## src/socks5hs_ram.sv

```systemverilog
`timescale 1ns / 1ps
// Generic single-write, single-read RAM with registered read (old data on collision).
// No dependencies.
module socks5hs_ram #(
   parameter int Width = 8,
   parameter int Depth = 256
) (
   input  logic                     clock,
   input  logic                     wr_en,
   input  logic [$clog2(Depth)-1:0] wr_addr,
   input  logic [Width-1:0]         wr_data,
   input  logic [$clog2(Depth)-1:0] rd_addr,
   output logic [Width-1:0]         rd_data
);

   logic [Width-1:0] mem_ff [Depth];
   logic [Width-1:0] rd_data_ff;

   always_ff @(posedge clock) begin
      if (wr_en) begin
         mem_ff[wr_addr] <= wr_data;
      end
      rd_data_ff <= mem_ff[rd_addr];
   end

   assign rd_data = rd_data_ff;

endmodule

```

## config.mk

```make
export PLATFORM = sky130hd
export DESIGN_NAME = socks5hs_ram
export DESIGN_NICKNAME = d
export VERILOG_FILES = /design/src/socks5hs_ram.sv
export SDC_FILE = /design/constraint.sdc
export NUM_CORES = 2
export LEC_CHECK = 0
export BUFFER_PORTS_ARGS = -buffer_cell sky130_fd_sc_hd__buf_4
export CAP_MARGIN = 10
export CORE_UTILIZATION = 55
export CTS_BUF_LIST = sky130_fd_sc_hd__clkbuf_16
export CTS_CLUSTER_DIAMETER = 30
export CTS_CLUSTER_SIZE = 14
export DETAILED_ROUTE_END_ITERATION = 10
export GPL_ROUTABILITY_DRIVEN = 0
export PLACE_DENSITY = 0.82
export SYNTH_ARGS = -nofsm -noshare
export SYNTH_HDL_FRONTEND = slang
export SYNTH_SLANG_ARGS = --single-unit
```

## constraint.sdc

```tcl
create_clock -name clock -period 4.2 [get_ports clock]
set_clock_uncertainty 0.1 [all_clocks]
set_input_delay 0.84 -clock clock [delete_from_list [all_inputs] [get_ports clock]]
set_output_delay 0.84 -clock clock [all_outputs]
set_load 0.02 [all_outputs]
```

; ---- Yosys cells after proc, flatten, opt, wreduce, memory -nomap -nowiden
; Memories as Yosys holds them, arrays and structs flattened. A register that Yosys moved wholly into a read port is not among the register bits.
; Index checks and enable logic that the tools add are counted.
[word_totals]
mem_bits_rw = 2048
mem_count = 1
elab_cells = 3
output_inout_bits = 8
input_bits = 26
register_bits = 0
[classes]
mux = 2
[mem_list]
columns = memory, words, width, rd, rd_ports_with_merged_regs, wr, line_no
row1 = mem_ff, 256, 8, 1, 1, 1, 16  ; logic [Width-1:0] mem_ff [Depth];
[ops]
columns = op, n
row1 = $mux W1, 2

; ---- Logic depth before layout (Yosys ltp)
[depth]
ltp_word = 2
depth_mapped = 11
depth_no_buf = 6

; ---- Worst setup path before layout
; No wires, ideal clock.
[synth_path]
path_type = in2reg
from = in rd_addr[0]
to = reg rd_data_ff[2] (netlist: rd_data[2]), read port of mem_ff
t_arrival_ps = 2647
path_buffers = 4
required_ps = 3969
stages = 9
setup_time_ps = 131
path_slack_ps = 1322
path_cell_list = buf_6 -> buf_12 -> buf_8 -> buf_2 -> mux4_2 -> a22oi_1 -> a21oi_1 -> nor4_1 -> nor4_2
[synth_lines]
columns = item, line_no
row1 = start: declaration, 12  ; input logic [$clog2(Depth)-1:0] rd_addr,
row2 = end: declaration, 17  ; logic [Width-1:0] rd_data_ff;

==> flow_metrics.tcl <==
set metrics [dict create \
    synthesis.yosys.warnings 0 \
    core_area_um2 143000 \
    cell_internal_pwr_w 0.0415 \
    timing.critical_path.max_delay_family "compound AO/OA/AOI/OAI gates" \
    crit_path_max_fanout 32 \
    report.final.setup_viol 0 \
    dpl_cell_area_um2 83500 \
    synthArstFlopShare 0 \
    ys_top_cells_by_count "sky130_fd_sc_hd__edfxtp_1, sky130_fd_sc_hd__mux4_2, sky130_fd_sc_hd__nor2_1" \
    biggest_cell_delay_along_the_critical_path_ps 660 \
    boundaryPins 34 \
    multi_input_area_um2 16500 \
    worst_path_most_repeated_cell "sky130_fd_sc_hd__buf_4" \
    ant_nets 0 \
    layout_cell_share_with_drive_strength_beyond_1 0.304 \
    period_minus_slack_ps 3500 \
    clockRootBuffer "sky130_fd_sc_hd__clkbuf_16" \
    fmax_mhz 286 \
    timing.setup.critical_path_class "in2reg" \
    drt_drc_violations_left 0 \
    most_repeated_cell_in_the_gate_level_netlist_after_synthesis "sky130_fd_sc_hd__edfxtp_1" \
    cts.hold.buffers_added 0 \
    route.vias.total 45200 \
    hpwl_mm 122 \
    fraction_of_the_yosys_area_taken_by_sequential_cells 0.775 \
    grt_setup_unrepaired "no" \
    grt_first_pass_wirelength_mm 334 \
    final_hold_viol_count 0 \
    holdCritPathClass "in2reg" \
    floorplan.initialDensity 0.554 \
    setup_tns_ps 0 \
    netlist-cell-type-count 55 \
    cts_inserted_buffers 354 \
    area_share_of_the_leading_cell_type_in_the_synthesized_netlist 0.773 \
    routed_vias_inst 7.12 \
    fp.dieW_um 382 \
    areaGrowthSynthToFinish_pct 19.6 \
    mapped_nets 3759 \
    grt_overflow_total 0 \
    dominantRegCellSynth "sky130_fd_sc_hd__edfxtp_1" \
    crit_required_ps 4880 \
    post_layout_instance_area_um2 95200 \
    routed_length_per_instance_um 37.1 \
    max_clock_buf_depth 4 \
    power_frac_seq 0.424 \
    synth.avg_cell_area_um2 21.3 \
    clk-insertion-delay-late_ps 930 \
    transition_time_at_the_pin_with_the_least_slew_margin_ps 1430 \
    outcome "complete, no violations" \
    comb_power_share 0.043 \
    timing.critical_path.slowest_stage_cell "sky130_fd_sc_hd__o32ai_1" \
    synth_area_leaders "sky130_fd_sc_hd__edfxtp_1, sky130_fd_sc_hd__mux4_2, sky130_fd_sc_hd__mux2i_1, sky130_fd_sc_hd__nor2_1, sky130_fd_sc_hd__a22oi_1" \
    vias_in_the_first_global_route 46600 \
    critical_path.endpoint_type "flip-flop" \
    synth_top_cell_by_area "sky130_fd_sc_hd__edfxtp_1" \
    p_clk_frac 0.532 \
    dr.pass1.iters 7 \
    cp.buffers_inverters 4 \
    worstPathCellList "buf_4 > buf_12 > nand2_1 > buf_4 > o221ai_1 > o22ai_1 > o32ai_1 > nor3_1 > buf_4 > nor4_1" \
    grt_antenna_before_repair 3 \
    setup.worst_path.start_class "input port" \
    htreeDepth 5 \
    path_clk_slew_ps 50 \
    min_period_over_period 0.834 \
    power.net_switching_w 0.0120 \
    synth.ff_latch_count 2056 \
    dr.first_iter.drc_count 8017 \
    fillCellCount 7866 \
    cts-resized-gates 0 \
    io_buffer_count 33 \
    grt_start_max_net_pins 160 \
    drv_slew 0 \
    vdd_ir_drop_max_uv 543 \
    final_net_count 4201 \
    static-leakage-power_nw 30.8 \
    clock_tree_sinks 2056 \
    worst_hold_slack_ps 364 \
    swShare 0.225 \
    cell_rows 139 \
    detail_route.wirelength_mm 236 \
    slew_headroom 0.0442 \
    tritoncts "done" \
    cp.arrival_ps 4180 \
    netlist_instances 3733 \
    cts.repair_timing.setup_buffer_count 0 \
    power.density_nw_per_um2 563 \
    cap_violations 0 \
    die_height_um 382 \
    globalRouteTotalUtil 0.323 \
    synth_edf_count 2048 \
    netlist_area_um2 79600 \
    layout.area.seq_um2 61700 \
    die_area_um2 146000 \
]
-- state kept, by name, summed over array words and instances, names as in the netlist --
| signal | count |
|---|---|
| mem_ff | 2048 |
| rd_data | 8 |
-- power by group through the flow --
stage                     registers [W]  clock network (W)  logic, W
after floorplan                  0.0231                  0   0.00110
after global placement           0.0231                  0   0.00207
after detailed placement         0.0231                  0   0.00213
after CTS                        0.0227             0.0285   0.00224
after global routing             0.0227             0.0293   0.00234
final                            0.0227             0.0285   0.00233
-- per-stage QoR --
| stage | instances | total power, W | utilization | worst slack [ps] |
|---|---|---|---|---|
| floorplan | 3733 | 0.0242 | - | 1320 |
| CTS | 6344 | 0.0534 | 0.663 | 837 |
| detailed placement | 5721 | 0.0252 | 0.582 | -68.8 |
| global placement | 5721 | 0.0252 | 0.582 | 16.2 |
| finish | 6352 | 0.0536 | 0.663 | 699 |
| global route | 6345 | 0.0543 | 0.663 | 708 |
-- final timing paths --
path | startpoint | slack, ps | end | depth (start not counted)
worst min-delay path | wr_data[6] | 360 | mem_ff[89][6] | 1
worst max register to register | mem_ff[211][2] | 1230 | rd_data[2] | 5
worst max-delay path | rd_addr[2] | 700 | rd_data[3] | 10
worst min register to register | mem_ff[32][5] | 1060 | rd_data[5] | 6
-- layout make-up --
class,instances,share of cell area
Sequential cell,2056,0.648
Multi-Input combinational cell,1442,0.173
Clock buffer,361,0.0949
Timing Repair Buffer,319,0.0312
Clock inverter,262,0.0274
Tap cell,1903,0.0250
Antenna cell,7,0.000184
Inverter,2,0.0000789
-- worst reg2reg max path: cells and delay by family, from the launching register on --
kind | cells | cell delay, ps
AO/OA/AOI/OAI | 2 | 620
flip-flops | 1 | 360
multiplexers | 1 | 480
AND/OR/NAND/NOR | 2 | 1240
-- metal layers --
layer / vias up / track usage / share of wire
li1: 16700 / - / -
met1: 22700 / 0.395 / 0.31
met2: 4707 / 0.508 / 0.47
met3: 1122 / 0.104 / 0.14
met4: 4 / 0.187 / 0.068
met5: - / 0 / 0.000089
-- cells by family (layout without fill, tap and decap cells) --
family / Yosys count / in the layout / share of synthesized area
AO/OA/AOI/OAI: 385 / 385 / 0.0342
buffers and inverters: 235 / 944 / 0.0183
flip-flops: 2056 / 2056 / 0.775
multiplexers: 591 / 591 / 0.146
other: 0 / 7 / 0
AND/OR/NAND/NOR: 466 / 466 / 0.0263
-- cell usage in the layout (no fill, tap or decap), drive strengths merged, types with 33 or more instances in the layout --
master / count
buf: 311
clkbuf: 369
o221ai: 47
bufinv: 39
inv: 72
clkinv: 105
mux4: 456
a22oi: 133
nand2: 33
clkinvlp: 48
nand3: 34
nor2: 282
a21oi: 96
edfxtp: 2048
mux2i: 134
Power figures use the tool's default switching activity.
